[config.mk]
export PLATFORM = sky130hd
export DESIGN_NAME = scanline_adaptive_edge_finder
export DESIGN_NICKNAME = d
export VERILOG_FILES = /design/src/hdl/saef_pkg.sv /design/src/hdl/scanline_adaptive_edge_finder.sv /design/src/hdl/saef_ram.sv /design/src/hdl/saef_front.sv /design/src/hdl/saef_core.sv
export VERILOG_INCLUDE_DIRS = /design/src /design/src/hdl
export SDC_FILE = /design/constraint.sdc
export NUM_CORES = 1
export LEC_CHECK = 0
export BUFFER_PORTS_ARGS = -buffer_cell sky130_fd_sc_hd__buf_2
export CORE_MARGIN = 1.5
export CORE_UTILIZATION = 40
export DETAILED_ROUTE_END_ITERATION = 6
export PLACE_DENSITY = 0.61
export SYNTH_ARGS = -nofsm -noshare
export SYNTH_HDL_FRONTEND = slang
export SYNTH_HIERARCHICAL = 1
export SYNTH_SLANG_ARGS = --single-unit
[constraint.sdc]
create_clock -name clk -period 7.65 [get_ports clk]
set_input_delay 0.3825 -clock clk [delete_from_list [all_inputs] [get_ports clk]]
set_output_delay 0.3825 -clock clk [all_outputs]
set_load 0.05 [all_outputs]
[src/hdl/assert_macros.svh]
`ifndef ASSERT_MACROS_SVH
`define ASSERT_MACROS_SVH

// property checked at every rising edge, muted while reset is low
`define CHECK_AT(label, clk, rst_n, prop, msg) \
    label: assert property (@(posedge clk) disable iff (!rst_n) (prop)) \
        else $error(msg);

// condition in one cycle implies a condition in the following cycle
`define CHECK_NEXT(label, clk, rst_n, pre, post, msg) \
    label: assert property (@(posedge clk) disable iff (!rst_n) (pre) |=> (post)) \
        else $error(msg);

`endif

[src/hdl/saef_pkg.sv]
`default_nettype none

package saef_pkg;

    localparam int DEF_MAX_WINDOW = 64;
    localparam int DEF_MAX_LINE   = 4096;

    localparam int PIX_W      = 8;
    localparam int WL_W       = 7;
    localparam int THR_W      = 8;
    localparam int EDGE_W     = 12;
    localparam int CFG_IDX_W  = 2;
    localparam int CFG_DATA_W = 8;

    localparam logic [CFG_IDX_W-1:0] REG_WINDOW_LENGTH = CFG_IDX_W'(0);
    localparam logic [CFG_IDX_W-1:0] REG_THRESHOLD     = CFG_IDX_W'(1);

    localparam logic [WL_W-1:0]  WL_RESET  = WL_W'(8);
    localparam logic [THR_W-1:0] THR_RESET = THR_W'(16);

    // pixel beat held between the address stage and the compare stage
    typedef struct packed {
        logic             valid;
        logic             last;
        logic [PIX_W-1:0] pixel;
        logic             fwd;
        logic [PIX_W-1:0] fwd_data;
    } saef_beat_t;

endpackage

`default_nettype wire

[src/hdl/scanline_adaptive_edge_finder.sv]
`default_nettype none

// Adaptive edge finder for one scanline at a time: takes one pixel per clock
// whenever the result side is not stalled, and presents the start position of a
// closed edge interval starting past the window length once the closing pixel
// is registered into the compare stage and its result into the output register,
// later only while an earlier result is still stalled. The window of past pixels
// lives in a single MAX_WINDOW x 8 RAM with a registered read; each pixel's
// window entry is read in the accept cycle and written back as the pixel leaves
// the compare stage (the next cycle unless a result is stalled), with a bypass
// for the case where the next pixel reads the entry being written. No clearing
// pass is needed after reset. The pixel side stalls only while a result is
// waiting and the compare stage is occupied. Configuration writes are always
// ready and belong in idle periods; writing the window length restarts the line.
module scanline_adaptive_edge_finder #(
    parameter int MAX_WINDOW = saef_pkg::DEF_MAX_WINDOW,
    parameter int MAX_LINE   = saef_pkg::DEF_MAX_LINE
) (
    input  wire logic                            clk,
    input  wire logic                            rst_n,
    input  wire logic                            pixel_valid,
    output logic                                 pixel_stall,
    input  wire logic [saef_pkg::PIX_W-1:0]      pixel,
    input  wire logic                            last_in_line,
    output logic                                 edge_valid,
    input  wire logic                            edge_stall,
    output logic      [saef_pkg::EDGE_W-1:0]     edge_start,
    input  wire logic                            cfg_valid,
    output logic                                 cfg_ready,
    input  wire logic [saef_pkg::CFG_IDX_W-1:0]  cfg_index,
    input  wire logic [saef_pkg::CFG_DATA_W-1:0] cfg_data
);

    import saef_pkg::*;

    localparam int PTR_W  = (MAX_WINDOW > 1) ? $clog2(MAX_WINDOW) : 1;
    localparam int WL_MAX = (1 << WL_W) - 1;
    localparam int NCAP   = (MAX_WINDOW < WL_MAX) ? MAX_WINDOW : WL_MAX;

    logic [WL_W-1:0]  wl_reg;
    logic [WL_W-1:0]  wl_next;
    logic [THR_W-1:0] thr_reg;
    logic [THR_W-1:0] thr_next;
    logic             cfg_we;
    logic             line_clear;
    logic [WL_W-1:0]  n;

    saef_beat_t       s1;
    logic [PTR_W-1:0] s1_addr;
    logic             hold;
    logic             ram_we;
    logic [PTR_W-1:0] ram_waddr;
    logic [PIX_W-1:0] ram_wdata;
    logic             rd_en;
    logic [PTR_W-1:0] rd_addr;
    logic [PIX_W-1:0] rd_data;

    assign cfg_ready  = 1'b1;
    assign cfg_we     = cfg_valid && cfg_ready;
    assign line_clear = cfg_we && (cfg_index == REG_WINDOW_LENGTH);

    // zero means one, anything past the RAM depth means the whole RAM
    assign n = (wl_reg == '0)           ? WL_W'(1) :
               (wl_reg > WL_W'(NCAP))   ? WL_W'(NCAP) : wl_reg;

    always_comb
    begin
        wl_next  = wl_reg;
        thr_next = thr_reg;
        if (cfg_we)
        begin
            if (cfg_index == REG_WINDOW_LENGTH)
            begin
                wl_next = cfg_data[WL_W-1:0];
            end
            else if (cfg_index == REG_THRESHOLD)
            begin
                thr_next = cfg_data[THR_W-1:0];
            end
        end
    end

    always_ff @(posedge clk or negedge rst_n)
    begin
        if (!rst_n)
        begin
            wl_reg  <= WL_RESET;
            thr_reg <= THR_RESET;
        end
        else
        begin
            wl_reg  <= wl_next;
            thr_reg <= thr_next;
        end
    end

    saef_front #(
        .MAX_WINDOW (MAX_WINDOW)
    ) u_front (
        .clk          (clk),
        .rst_n        (rst_n),
        .pixel_valid  (pixel_valid),
        .pixel_stall  (pixel_stall),
        .pixel        (pixel),
        .last_in_line (last_in_line),
        .n            (n),
        .line_clear   (line_clear),
        .hold         (hold),
        .ram_we       (ram_we),
        .ram_waddr    (ram_waddr),
        .ram_wdata    (ram_wdata),
        .rd_en        (rd_en),
        .rd_addr      (rd_addr),
        .s1           (s1),
        .s1_addr      (s1_addr)
    );

    saef_ram #(
        .WIDTH (PIX_W),
        .DEPTH (MAX_WINDOW)
    ) u_window (
        .clk   (clk),
        .we    (ram_we),
        .waddr (ram_waddr),
        .wdata (ram_wdata),
        .re    (rd_en),
        .raddr (rd_addr),
        .rdata (rd_data)
    );

    saef_core #(
        .MAX_WINDOW (MAX_WINDOW),
        .MAX_LINE   (MAX_LINE)
    ) u_core (
        .clk        (clk),
        .rst_n      (rst_n),
        .s1         (s1),
        .s1_addr    (s1_addr),
        .rd_data    (rd_data),
        .n          (n),
        .threshold  (thr_reg),
        .line_clear (line_clear),
        .hold       (hold),
        .ram_we     (ram_we),
        .ram_waddr  (ram_waddr),
        .ram_wdata  (ram_wdata),
        .edge_valid (edge_valid),
        .edge_stall (edge_stall),
        .edge_start (edge_start)
    );

endmodule

`default_nettype wire

[src/hdl/saef_ram.sv]
`default_nettype none

module saef_ram #(
    parameter int WIDTH = 8,
    parameter int DEPTH = 64,
    localparam int AW = (DEPTH > 1) ? $clog2(DEPTH) : 1
) (
    input  wire logic             clk,
    input  wire logic             we,
    input  wire logic [AW-1:0]    waddr,
    input  wire logic [WIDTH-1:0] wdata,
    input  wire logic             re,
    input  wire logic [AW-1:0]    raddr,
    output logic      [WIDTH-1:0] rdata
);

    logic [WIDTH-1:0] mem [DEPTH];

    // read returns the contents from before a write in the same cycle
    always_ff @(posedge clk)
    begin
        if (we)
        begin
            mem[waddr] <= wdata;
        end
        if (re)
        begin
            rdata <= mem[raddr];
        end
    end

endmodule

`default_nettype wire

[src/hdl/saef_front.sv]
`default_nettype none

`include "assert_macros.svh"

module saef_front #(
    parameter int MAX_WINDOW = saef_pkg::DEF_MAX_WINDOW,
    localparam int PTR_W = (MAX_WINDOW > 1) ? $clog2(MAX_WINDOW) : 1
) (
    input  wire logic                       clk,
    input  wire logic                       rst_n,
    input  wire logic                       pixel_valid,
    output logic                            pixel_stall,
    input  wire logic [saef_pkg::PIX_W-1:0] pixel,
    input  wire logic                       last_in_line,
    input  wire logic [saef_pkg::WL_W-1:0]  n,
    input  wire logic                       line_clear,
    input  wire logic                       hold,
    input  wire logic                       ram_we,
    input  wire logic [PTR_W-1:0]           ram_waddr,
    input  wire logic [saef_pkg::PIX_W-1:0] ram_wdata,
    output logic                            rd_en,
    output logic      [PTR_W-1:0]           rd_addr,
    output saef_pkg::saef_beat_t            s1,
    output logic      [PTR_W-1:0]           s1_addr
);

    import saef_pkg::*;

    localparam int IW = ((PTR_W > WL_W) ? PTR_W : WL_W) + 1;

    logic [PTR_W-1:0] ptr_reg;
    logic [PTR_W-1:0] ptr_next;
    logic [IW-1:0]    ptr_inc;
    saef_beat_t       s1_reg;
    saef_beat_t       s1_next;
    logic [PTR_W-1:0] s1_addr_reg;
    logic [PTR_W-1:0] s1_addr_next;
    logic             accept;

    assign pixel_stall = s1_reg.valid && hold;
    assign accept      = pixel_valid && !pixel_stall;
    assign ptr_inc     = IW'(ptr_reg) + IW'(1);

    assign rd_en   = accept;
    assign rd_addr = ptr_reg;
    assign s1      = s1_reg;
    assign s1_addr = s1_addr_reg;

    always_comb
    begin
        ptr_next = ptr_reg;
        if (line_clear)
        begin
            ptr_next = '0;
        end
        else if (accept)
        begin
            if (last_in_line || (ptr_inc >= IW'(n)))
            begin
                ptr_next = '0;
            end
            else
            begin
                ptr_next = ptr_inc[PTR_W-1:0];
            end
        end
    end

    always_comb
    begin
        s1_next      = s1_reg;
        s1_addr_next = s1_addr_reg;
        if (accept)
        begin
            s1_next.valid    = 1'b1;
            s1_next.last     = last_in_line;
            s1_next.pixel    = pixel;
            // the entry being written back this cycle is the one read now
            s1_next.fwd      = ram_we && (ram_waddr == ptr_reg);
            s1_next.fwd_data = ram_wdata;
            s1_addr_next     = ptr_reg;
        end
        else if (!hold)
        begin
            s1_next.valid = 1'b0;
        end
    end

    always_ff @(posedge clk or negedge rst_n)
    begin
        if (!rst_n)
        begin
            ptr_reg <= '0;
            s1_reg  <= '0;
        end
        else
        begin
            ptr_reg <= ptr_next;
            s1_reg  <= s1_next;
        end
    end

    always_ff @(posedge clk)
    begin
        s1_addr_reg <= s1_addr_next;
    end

    `CHECK_AT(a_ptr_in_window, clk, rst_n, IW'(ptr_reg) < IW'(n),
        "window pointer outside the active window")
    `CHECK_NEXT(a_accept_fills_stage, clk, rst_n, accept, s1_reg.valid,
        "accepted pixel did not reach the compare stage")

endmodule

`default_nettype wire

[src/hdl/saef_core.sv]
`default_nettype none

`include "assert_macros.svh"

module saef_core #(
    parameter int MAX_WINDOW = saef_pkg::DEF_MAX_WINDOW,
    parameter int MAX_LINE   = saef_pkg::DEF_MAX_LINE,
    localparam int PTR_W = (MAX_WINDOW > 1) ? $clog2(MAX_WINDOW) : 1
) (
    input  wire logic                        clk,
    input  wire logic                        rst_n,
    input  wire saef_pkg::saef_beat_t        s1,
    input  wire logic [PTR_W-1:0]            s1_addr,
    input  wire logic [saef_pkg::PIX_W-1:0]  rd_data,
    input  wire logic [saef_pkg::WL_W-1:0]   n,
    input  wire logic [saef_pkg::THR_W-1:0]  threshold,
    input  wire logic                        line_clear,
    output logic                             hold,
    output logic                             ram_we,
    output logic      [PTR_W-1:0]            ram_waddr,
    output logic      [saef_pkg::PIX_W-1:0]  ram_wdata,
    output logic                             edge_valid,
    input  wire logic                        edge_stall,
    output logic      [saef_pkg::EDGE_W-1:0] edge_start
);

    import saef_pkg::*;

    localparam int POS_W  = $clog2(MAX_LINE);
    localparam int SUM_W  = $clog2(MAX_WINDOW * ((1 << PIX_W) - 1) + 1);
    localparam int PROD_W = PIX_W + 1 + WL_W;
    localparam int CW     = ((PROD_W > SUM_W) ? PROD_W : SUM_W) + 1;
    localparam int PW     = ((POS_W > WL_W) ? POS_W : WL_W) + 1;
    localparam int XW     = (POS_W > EDGE_W) ? POS_W : EDGE_W;

    logic [SUM_W-1:0]  sum_reg;
    logic [SUM_W-1:0]  sum_next;
    logic [POS_W-1:0]  pos_reg;
    logic [POS_W-1:0]  pos_next;
    logic              inside_reg;
    logic              inside_next;
    logic [POS_W-1:0]  start_reg;
    logic [POS_W-1:0]  start_next;
    logic              edge_valid_reg;
    logic              edge_valid_next;
    logic [EDGE_W-1:0] edge_start_reg;
    logic [EDGE_W-1:0] edge_start_next;

    logic              proc;
    logic              fill;
    logic              below;
    logic              above;
    logic              exc;
    logic              close;
    logic              emit;
    logic [PIX_W-1:0]  old_pix;
    logic [PIX_W:0]    lo_sum;
    logic [PIX_W-1:0]  hi_diff;
    logic [PROD_W-1:0] lo_prod;
    logic [PROD_W-1:0] hi_prod;
    logic [XW-1:0]     start_ext;
    logic [CW-1:0]     sum_cap;

    assign hold = edge_valid_reg && edge_stall;
    assign proc = s1.valid && !hold;

    assign old_pix = s1.fwd ? s1.fwd_data : rd_data;

    // mean test scaled by the window length, no division
    assign lo_sum  = {1'b0, s1.pixel} + {1'b0, threshold};
    assign hi_diff = s1.pixel - threshold;
    assign lo_prod = PROD_W'(lo_sum) * PROD_W'(n);
    assign hi_prod = PROD_W'(hi_diff) * PROD_W'(n);

    assign fill  = PW'(pos_reg) < PW'(n);
    assign below = CW'(lo_prod) < CW'(sum_reg);
    assign above = (s1.pixel >= threshold) && (CW'(hi_prod) > CW'(sum_reg));
    assign exc   = !fill && (below || above);
    assign close = !fill && !(below || above) && inside_reg;
    assign emit  = close && (PW'(start_reg) > PW'(n));

    assign start_ext = XW'(start_reg);
    assign sum_cap   = CW'(n) * CW'({PIX_W{1'b1}});

    assign ram_we    = proc;
    assign ram_waddr = s1_addr;
    assign ram_wdata = s1.pixel;

    assign edge_valid = edge_valid_reg;
    assign edge_start = edge_start_reg;

    always_comb
    begin
        sum_next    = sum_reg;
        pos_next    = pos_reg;
        inside_next = inside_reg;
        start_next  = start_reg;
        if (line_clear)
        begin
            sum_next    = '0;
            pos_next    = '0;
            inside_next = 1'b0;
            start_next  = '0;
        end
        else if (proc)
        begin
            if (s1.last)
            begin
                // end of line drops any open interval
                sum_next    = '0;
                pos_next    = '0;
                inside_next = 1'b0;
                start_next  = '0;
            end
            else
            begin
                if (fill)
                begin
                    sum_next = sum_reg + SUM_W'(s1.pixel);
                end
                else
                begin
                    sum_next = sum_reg + SUM_W'(s1.pixel) - SUM_W'(old_pix);
                end
                if (pos_reg != POS_W'(MAX_LINE - 1))
                begin
                    pos_next = pos_reg + POS_W'(1);
                end
                if (exc && !inside_reg)
                begin
                    inside_next = 1'b1;
                    start_next  = pos_reg;
                end
                else if (close)
                begin
                    inside_next = 1'b0;
                end
            end
        end
    end

    always_comb
    begin
        edge_valid_next = edge_valid_reg;
        edge_start_next = edge_start_reg;
        if (proc && emit)
        begin
            edge_valid_next = 1'b1;
            edge_start_next = start_ext[EDGE_W-1:0];
        end
        else if (!edge_stall)
        begin
            edge_valid_next = 1'b0;
        end
    end

    always_ff @(posedge clk or negedge rst_n)
    begin
        if (!rst_n)
        begin
            sum_reg        <= '0;
            pos_reg        <= '0;
            inside_reg     <= 1'b0;
            start_reg      <= '0;
            edge_valid_reg <= 1'b0;
        end
        else
        begin
            sum_reg        <= sum_next;
            pos_reg        <= pos_next;
            inside_reg     <= inside_next;
            start_reg      <= start_next;
            edge_valid_reg <= edge_valid_next;
        end
    end

    always_ff @(posedge clk)
    begin
        edge_start_reg <= edge_start_next;
    end

    `CHECK_AT(a_sum_bounded, clk, rst_n, CW'(sum_reg) <= sum_cap,
        "running sum exceeds a full window of white pixels")
    `CHECK_AT(a_result_from_compare, clk, rst_n, $rose(edge_valid_reg) |-> $past(proc),
        "result beat appeared without a processed pixel")

endmodule

`default_nettype wire
==> impl_metrics.py, run 1 <==
metrics = {
    "clock_tree": {
        "cts_buffer_depth": 3,
        "clock_latency_ns": 0.60,
        "h-tree-depth": 3,
        "cts.sinks": 618,
        "tritoncts": "built",
        "path_clk_slew_ns": 0.06,
        "numCtsBuffers": 68,
        "cts-root-buf": "clkbuf_16",
    },
    "sta": {
        "hold_violations": 0,
        "fin_crit_sh_pct": 94.66,
        "rsz0062_at_grt": "no",
        "setup_violations": 0,
        "max_slew_margin_pct": 30.37,
        "tns_ns": 0,
        "min_period_ns": 7.241,
        "maxSlewViolCount": 0,
        "max_freq_mhz": 138.1,
        "finalClockSkew_ns": 0.02432,
        "tightestPinTransition_ns": 1.043,
    },
    "pwr": {
        "power_density_nw_per_um2": 349.2,
        "cellLeakagePower_nw": 12.32,
        "ir_worst_vdd_uv": 226.1,
        "total_power_mw": 12.12,
    },
    "setup_path": {
        "cp-startpoint": "thr_reg[0]$_DFFE_PN0P_",
        "cp_common_cell": "fa_1",
        "crit_end": "u_core/edge_start[9]$_DFFE_PP_",
        "crit_family": "adder cells",
        "rrSetupSlack_ns": 0.41,
        "critPathBufInv": 4,
        "endpoint_kind": "flop",
        "worstSetupPathDepth": 30,
        "r2r-end": "u_core/edge_start[9]$_DFFE_PP_",
        "cp-start-kind": "flop",
        "cp_max_fo": 12,
        "crit_type": "reg2reg",
        "critPathRequiredTime_ns": 8.02,
        "crit_arrival_ns": 7.61,
        "worstReg2RegStart": "thr_reg[0]$_DFFE_PN0P_",
        "reg2reg_depth": 30,
        "crit_slowest_cell": "fa_1",
        "slowest_delay_ns": 0.55,
    },
    "place": {
        "port_buffers": 37,
        "hpwl_um": 47710,
        "place.gp.congestion": 0.8820,
    },
    "synth": {
        "async_flop_share_pct": 12.94,
        "ys_warn_count": 6,
        "synth-edff-count": 538,
        "ys_seq_area_share_pct": 58.63,
        "netlist_instances": 2082,
        "synth.most_common_cell": "edfxtp_1",
        "synth_ff_type": "edfxtp_1",
        "post-synth-top-area-cell": "edfxtp_1",
        "synth_nets": 2321,
        "syn_area_um2": 30970,
        "synth-seq-cells": 618,
        "avgSynthCellArea_um2": 14.88,
        "yosys-top-cells-area": "edfxtp_1, mux4_2, dfrtp_1",
        "synth_cell_types": 92,
        "yosys.area.top_type_share_pct": 52.16,
        "synth_common_cells": "edfxtp_1, nor2_1, ha_1",
    },
    "final_layout": {
        "antenna_cells": 0,
        "largest_register_ffs": 512,
        "fillerInstances": 6702,
        "finalNetCount": 2402,
        "areaGrowthSynthToFinish_pct": 12.07,
        "drive_above_1_share_pct": 18.89,
    },
    "die": {
        "io_pins": 39,
        "dieArea_um2": 79110,
        "core_area_um2": 76330,
        "rows": 101,
        "die_y_um": 281.3,
        "die_w_um": 281.3,
        "initial_core_util_pct": 40.58,
    },
    "outcome": {
        "status": "complete, no violations",
    },
    "global_routing": {
        "antenna_found_initial": 0,
        "grt_pass1_wl_um": 111600,
        "grt.total_usage_pct": 18.69,
        "first_global_vias": 18490,
        "grt_max_degree": 93,
        "grt_overflow": 0,
    },
    "drt": {
        "via_per_inst": 5.590,
        "wirelength_um": 73310,
        "drtIter0Drc": 1719,
        "firstDrtPassIters": 6,
        "route.detailed.drc": 0,
        "drtAntennaViolNets": 0,
        "dr_total_vias": 18130,
        "wl_per_cell_um": 22.61,
    },
    "min_path": {
        "hp-class": "in2reg",
    },
    "job": {
        "max_cap_viol_count": 0,
    },
}
power breakdown:
group          leakage [nW]  switching [mW]  total, mW  internal [mW]
registers              5.87          0.0936       3.90           3.81
clock network          1.06            1.33       3.22           1.88
logic                  5.40            2.81       5.00           2.18
cell families after synthesis:
kind of cell | Yosys count | synth area share (%)
simple gates | 479 | 7.712
fa+ha+maj | 215 | 10.31
other cells | 1 | 0.01211
mux | 209 | 12.04
flops | 618 | 58.63
xor+xnor | 52 | 1.495
buf+inv | 232 | 3.446
compound gates | 276 | 6.355
per-layer routing:
layer | up-vias | global-route usage [%] | share of wire [%]
li1 | 8066 | - | -
met3 | 127 | 3.683 | 6.4
met4 | 0 | 6.438 | 2.8
met2 | 579 | 29.87 | 47
met5 | - | 0 | 0
met1 | 9355 | 25.50 | 43
timing repair:
action | 4_1_cts | 5_1_grt
resized for setup | 0 | 20
hold endpoints to repair | 46 | 0
hold buffers | 5 | 0
setup endpoints to repair | 0 | 26
buffers inserted | 0 | 2
cells in the final DEF, fill, tap and decap left out, drive strengths merged, types with 36 or more instances in the layout:
cell type,Yosys,final
mux2,48,48
fa,67,67
clkbuf,30,88
xnor2,41,41
nor2,187,187
nor3,41,41
inv,146,152
a21oi,49,49
buf,55,91
nand2,51,51
dfrtp,78,78
ha,148,148
and2,36,36
o21ai,46,46
nor2b,37,37
mux4,126,126
edfxtp,538,538
cell type report:
type                            instances  area, µm²  area share (%)
Clock buffer                           88       1797           5.176
Multi-Input combinational cell       1232      11830           34.09
Tap cell                             1030       1289           3.713
Clock inverter                         32      389.1           1.121
Sequential cell                       618      18180           52.38
Timing Repair Buffer                   96      668.1           1.925
Inverter                              147      551.8           1.590
through the flow:
stage	util, %	area, µm²	instances	hold WS [ns]	worst slack [ns]
6_report	45.47	34710	3243	0.03067	0.4089
5_1_grt	45.47	34710	3243	0.01595	0.01772
4_1_cts	45.38	34640	3241	0.004023	0.05438
3_5_place_dp	42.45	32400	3116	0.4274	0.08164
3_3_place_gp	42.45	32400	3116	0.4206	0.1502
2_1_floorplan	-	30990	2082	0.08691	0.06726
how the worst min path moves through the flow:
stage	from	to	slack (ns)	cells past startpoint
after global placement	rst_n	u_core/start_ext[10]$_DFFE_PN0P_	0.42	1
after CTS	pixel[7]	u_front/s1[16]$_DFFE_PN0P_	0.004	2
after floorplan	rst_n	thr_reg[0]$_DFFE_PN0P_	0.09	0
after detailed placement	rst_n	u_core/start_ext[9]$_DFFE_PN0P_	0.43	1
after global routing	pixel[7]	u_front/s1[16]$_DFFE_PN0P_	0.02	2
final	pixel[7]	u_front/s1[16]$_DFFE_PN0P_	0.03	2
No activity file was read; power rests on OpenSTA's default activity.
==> run 2: changes to the inputs <==
--- a/config.mk
+++ b/config.mk
@@ -7,7 +7,6 @@
 export NUM_CORES = 1
 export LEC_CHECK = 0
 export BUFFER_PORTS_ARGS = -buffer_cell sky130_fd_sc_hd__buf_2
-export CORE_MARGIN = 1.5
 export CORE_UTILIZATION = 40
 export DETAILED_ROUTE_END_ITERATION = 6
 export PLACE_DENSITY = 0.61
==> constraint.sdc (replaced) <==
create_clock -name clk -period 7.65 [get_ports clk]
set_input_delay 1.1475 -clock clk [delete_from_list [all_inputs] [get_ports clk]]
set_output_delay 1.1475 -clock clk [all_outputs]
set_load 0.05 [all_outputs]
==> run 2 against run 1 <==
  * Via count did not move
  * Clock skew rose by 0.0020 ns
  * Register-to-register slack got worse by 0.06 ns
  * First-iteration DRC count fell by 6.9%
  * Count of clock-buffer cells in the layout rose by 2
  * Largest power group unchanged
  * Highest routed layer unchanged
==> impl_metrics.py, run 2 (synthesized netlist as in run 1, its figures left out) <==
metrics = {
    "setup_path": {
        "slowest_delay_ns": 0.56,
        "endpoint_kind": "flop",
        "critPathRequiredTime_ns": 7.98,
        "cp_max_fo": 6,
        "cp-start-kind": "flop",
        "crit_type": "reg2reg",
        "crit_slowest_cell": "fa_1",
        "crit_arrival_ns": 7.63,
        "cp_common_cell": "fa_1",
    },
    "final_layout": {
        "stdcell_area_um2": 34790,
        "largest_register_ffs": 512,
        "drive_above_1_share_pct": 19.78,
        "antenna_cells": 0,
        "finalNetCount": 2404,
        "layout_commonest_cell": "edfxtp_1",
        "fin_cells": 3249,
        "areaGrowthSynthToFinish_pct": 12.32,
        "final_util_pct": 45.58,
        "final_cell_mix": "edfxtp_1, nor2_1, ha_1, inv_1, mux4_2",
    },
    "die": {
        "rows": 101,
        "io_pins": 39,
        "dieArea_um2": 78550,
        "die_y_um": 280.3,
        "core_area_um2": 76330,
        "initial_core_util_pct": 40.58,
        "die_w_um": 280.3,
    },
    "drt": {
        "firstDrtPassIters": 7,
        "drtAntennaViolNets": 0,
        "drtIter0Drc": 1601,
        "wl_per_cell_um": 22.69,
        "route.detailed.drc": 0,
        "via_per_inst": 5.579,
        "dr_total_vias": 18130,
        "wirelength_um": 73740,
    },
    "clock_tree": {
        "numCtsBuffers": 68,
        "cts_buffer_depth": 3,
        "cts.sinks": 618,
        "tritoncts": "built",
        "h-tree-depth": 3,
        "path_clk_slew_ns": 0.06,
        "cts-root-buf": "clkbuf_16",
        "postCtsHoldBufs": 0,
        "clock_latency_ns": 0.61,
    },
    "global_routing": {
        "antenna_found_initial": 0,
        "first_global_vias": 18570,
        "grt_pass1_wl_um": 113300,
        "grt.total_usage_pct": 19.12,
        "grt_max_degree": 76,
        "grt_overflow": 0,
    },
    "outcome": {
        "status": "complete, no violations",
    },
    "place": {
        "hpwl_um": 48370,
        "place.gp.congestion": 0.8817,
        "dp_slack_ns": 0.05610,
        "dp_cells": 3116,
        "placed_area_um2": 32400,
        "port_buffers": 37,
    },
    "sta": {
        "tns_ns": 0,
        "fin_crit_sh_pct": 95.47,
        "max_freq_mhz": 136.9,
        "tightestPinTransition_ns": 0.9783,
        "max_slew_margin_pct": 34.71,
        "finalClockSkew_ns": 0.02636,
        "worst_slack_ns": 0.3463,
        "setup_violations": 0,
        "maxSlewViolCount": 0,
        "min_period_ns": 7.304,
        "worst_hold_slack_ns": 0.4183,
        "hold_violations": 0,
    },
    "job": {
        "max_cap_viol_count": 0,
    },
    "pwr": {
        "total_power_mw": 12.26,
        "power_density_nw_per_um2": 352.4,
        "ir_worst_vdd_uv": 245.2,
        "cellLeakagePower_nw": 12.33,
    },
    "min_path": {
        "hp-class": "in2async",
    },
}
[run 2: cell types whose count changed in the layout (fill, tap and decap cells not counted), moves of 4 or more]
cell / previous run / this run
buf_4: 53 / 59
clkinv_1: 10 / 14
clkinv_4: 1 / 5
dlygate4sd3_1: 5 / 0
[run 2: final timing paths]
| kind | start | endpoint | slack [ns] | cells past startpoint |
|---|---|---|---|---|
| setup / recovery | u_front/s1[9]$_DFFE_PN0P_ | u_core/edge_start[7]$_DFFE_PP_ | 0.35 | 31 |
| hold reg to reg | u_core/start_ext[7]$_DFFE_PN0P_ | u_core/edge_start[7]$_DFFE_PP_ | 0.44 | 0 |
| setup reg to reg | u_front/s1[9]$_DFFE_PN0P_ | u_core/edge_start[7]$_DFFE_PP_ | 0.35 | 31 |
| min in group clk | u_core/start_ext[7]$_DFFE_PN0P_ | u_core/edge_start[7]$_DFFE_PP_ | 0.44 | 0 |
| hold / removal | rst_n | u_core/start_ext[0]$_DFFE_PN0P_ | 0.42 | 1 |
| max in group asynchronous | rst_n | u_front/rd_addr[1]$_DFFE_PN0P_ | 5.93 | 2 |
[run 2: cell type report]
cell class | instances | area [µm²]
inverters | 147 | 551.8
repair buffers | 98 | 688.2
multi-input cells | 1232 | 11910
clock inverters | 34 | 320.3
clock buffers | 90 | 1847
flip-flops and latches | 618 | 18180
well taps | 1030 | 1289
fillers | 6662 | 41540
[run 2: worst max-delay path: cells and delay by family (launching register included)]
family / cells / cell delay, ns
compound gates: 10 / 1.73
simple gates: 6 / 0.92
buf+inv: 5 / 0.49
fa+ha+maj: 8 / 3.18
flops: 1 / 0.37
xor+xnor: 2 / 0.29
[run 2: repair_timing]
item,4_1_cts,5_1_grt
endpoints found under the setup margin,0,26
buffers inserted,0,7
gates resized for setup,0,37
[run 2: per-layer routing]
| layer | vias to the layer above | GRT usage, % | wire length [µm] |
|---|---|---|---|
| li1 | 8058 | - | - |
| met1 | 9403 | 27.23 | 32560 |
| met4 | 0 | 5.170 | 1541 |
| met3 | 96 | 2.873 | 4703 |
| met2 | 570 | 30.52 | 34930 |
| met5 | - | 0 | 0 |
[run 2: power breakdown]
group	switching, mW	internal (mW)	total (mW)
logic	2.87	2.29	5.16
registers	0.117	3.81	3.93
clock network	1.35	1.82	3.17
==> run 3: changes to the inputs <==
--- a/config.mk
+++ b/config.mk
@@ -9,6 +9,7 @@
 export BUFFER_PORTS_ARGS = -buffer_cell sky130_fd_sc_hd__buf_2
 export CORE_UTILIZATION = 40
 export DETAILED_ROUTE_END_ITERATION = 6
+export GPL_TIMING_DRIVEN = 0
 export PLACE_DENSITY = 0.61
 export SYNTH_ARGS = -nofsm -noshare
 export SYNTH_HDL_FRONTEND = slang
==> run 3 against run 2 <==
  * Routed wire length grew 7.6%
  * Hold slack gained 0.033 ns
  * Combinational power up 9.9%
  * Critical path type unchanged
==> impl_metrics.py, run 3 (synthesized netlist as in run 1, its figures left out) <==
metrics = {
    "final_layout": {
        "final_cell_mix": "edfxtp_1, nor2_1, inv_1, ha_1, mux4_2",
        "areaGrowthSynthToFinish_pct": 14.73,
        "largest_register_ffs": 512,
        "drive_above_1_share_pct": 22.38,
        "final_util_pct": 46.55,
        "antenna_cells": 0,
        "finalNetCount": 2466,
        "layout_commonest_cell": "edfxtp_1",
    },
    "global_routing": {
        "grt_overflow": 0,
        "grt_pass1_wl_um": 120000,
        "grt_max_degree": 66,
        "grt.total_usage_pct": 20.52,
        "first_global_vias": 19120,
        "antenna_found_initial": 0,
    },
    "sta": {
        "max_slew_margin_pct": 12.80,
        "fin_crit_sh_pct": 96.84,
        "hold_violations": 0,
        "setup_violations": 0,
        "maxSlewViolCount": 0,
        "max_freq_mhz": 135.0,
        "finalClockSkew_ns": 0.07909,
        "tightestPinTransition_ns": 1.298,
        "min_period_ns": 7.408,
    },
    "clock_tree": {
        "cts_buffer_depth": 3,
        "clock_latency_ns": 0.65,
        "cts.sinks": 618,
        "postCtsHoldBufs": 0,
        "path_clk_slew_ns": 0.06,
        "tritoncts": "built",
        "h-tree-depth": 3,
        "numCtsBuffers": 68,
        "cts-root-buf": "clkbuf_16",
    },
    "die": {
        "initial_core_util_pct": 40.58,
        "io_pins": 39,
        "die_y_um": 280.3,
        "rows": 101,
        "core_area_um2": 76330,
        "dieArea_um2": 78550,
        "die_w_um": 280.3,
    },
    "drt": {
        "firstDrtPassIters": 6,
        "drtIter0Drc": 1694,
        "via_per_inst": 5.655,
        "drtAntennaViolNets": 0,
        "wirelength_um": 79350,
        "route.detailed.drc": 0,
        "wl_per_cell_um": 23.98,
        "dr_total_vias": 18710,
    },
    "setup_path": {
        "reg2reg_depth": 26,
        "rrSetupSlack_ns": 0.24,
        "r2r-end": "u_core/edge_start[7]$_DFFE_PP_",
        "slowest_delay_ns": 0.53,
        "critPathBufInv": 2,
        "crit_slowest_cell": "fa_1",
        "endpoint_kind": "flop",
        "crit_arrival_ns": 7.76,
        "cp_max_fo": 7,
        "worstReg2RegStart": "u_front/s1[11]$_DFFE_PN0P_",
        "worstSetupPathDepth": 26,
        "crit_type": "reg2reg",
        "critPathRequiredTime_ns": 8.00,
        "cp-start-kind": "flop",
        "crit_family": "adder cells",
    },
    "pwr": {
        "total_power_mw": 12.86,
        "power_density_nw_per_um2": 361.8,
        "ir_worst_vdd_uv": 245.8,
        "cellLeakagePower_nw": 12.65,
    },
    "place": {
        "hpwl_um": 54090,
        "port_buffers": 37,
        "place.gp.congestion": 0.9255,
    },
    "min_path": {
        "hp-class": "reg2reg",
        "hold_depth": 0,
        "hold_start": "u_core/start_ext[7]$_DFFE_PN0P_",
        "hold-path-endpoint": "u_core/edge_start[7]$_DFFE_PP_",
    },
    "job": {
        "max_cap_viol_count": 0,
    },
    "outcome": {
        "status": "complete, no violations",
    },
}
## run 3: cell types whose count changed in the layout (fill, tap and decap cells not counted), moves of 6 or more
cell | previous run | this run
clkinv_1 | 14 | 8
dfrtp_2 | 9 | 3
buf_4 | 59 | 68
buf_2 | 36 | 49
ha_1 | 144 | 138
dfrtp_1 | 66 | 75
nor2_1 | 186 | 180
clkbuf_1 | 18 | 45
## run 3: through the flow
step	hold slack, ns	std cells	setup TNS, ns	area, µm²	worst slack (ns)
after floorplan	0.4249	2082	0	30990	0.06726
after global placement	0.4351	3149	-25.87	32460	-1.358
after detailed placement	0.4390	3152	-28.97	32510	-1.525
after CTS	0.4519	3281	0	35000	0.009146
after global routing	0.4616	3309	-0.1341	35530	-0.02250
final	0.4515	3309	0	35530	0.2417
## run 3: layer usage
metal  share of wire, %  wire length (µm)  global-route usage [%]
met5                  0                 0                       0
met2                 49             38620                   33.85
met4                2.9              2319                   6.459
met3                6.9              5484                   3.239
met1                 41             32920                   27.79
## run 3: worst max-delay path by stage
stage | startpoint | to | slack (ns)
floorplan | u_front/s1[9]$_DFFE_PN0P_ | u_core/edge_start[0]$_DFFE_PP_ | 0.07
global placement | u_front/s1[10]$_DFFE_PN0P_ | u_core/edge_start[0]$_DFFE_PP_ | -1.36
detailed placement | u_front/s1[10]$_DFFE_PN0P_ | u_core/edge_start[1]$_DFFE_PP_ | -1.52
CTS | u_front/s1[11]$_DFFE_PN0P_ | u_core/edge_start[1]$_DFFE_PP_ | 0.009
global route | thr_reg[0]$_DFFE_PN0P_ | u_core/edge_start[6]$_DFFE_PP_ | -0.02
finish | u_front/s1[11]$_DFFE_PN0P_ | u_core/edge_start[7]$_DFFE_PP_ | 0.24
## run 3: repair_timing
item	in CTS	in global routing
cloned	1	1
buffers inserted	8	27
resized for setup	35	67
setup endpoints to repair	26	26
pin swaps	6	39
## run 3: power by group
group          switching (mW)  leakage [nW]  internal (mW)  total (mW)
clock network            1.39          1.08           1.91        3.30
registers              0.0725          5.88           3.81        3.88
logic                    3.15          5.68           2.52        5.67
## run 3: cell type report
type	count	area, µm²
Timing Repair Buffer	77	538.0
Clock inverter	35	519.2
Fill cell	6681	40790
Sequential cell	618	18160
Tap cell	1030	1289
Buffer	83	525.5
Clock buffer	87	1773
Multi-Input combinational cell	1232	12170
Inverter	147	555.5
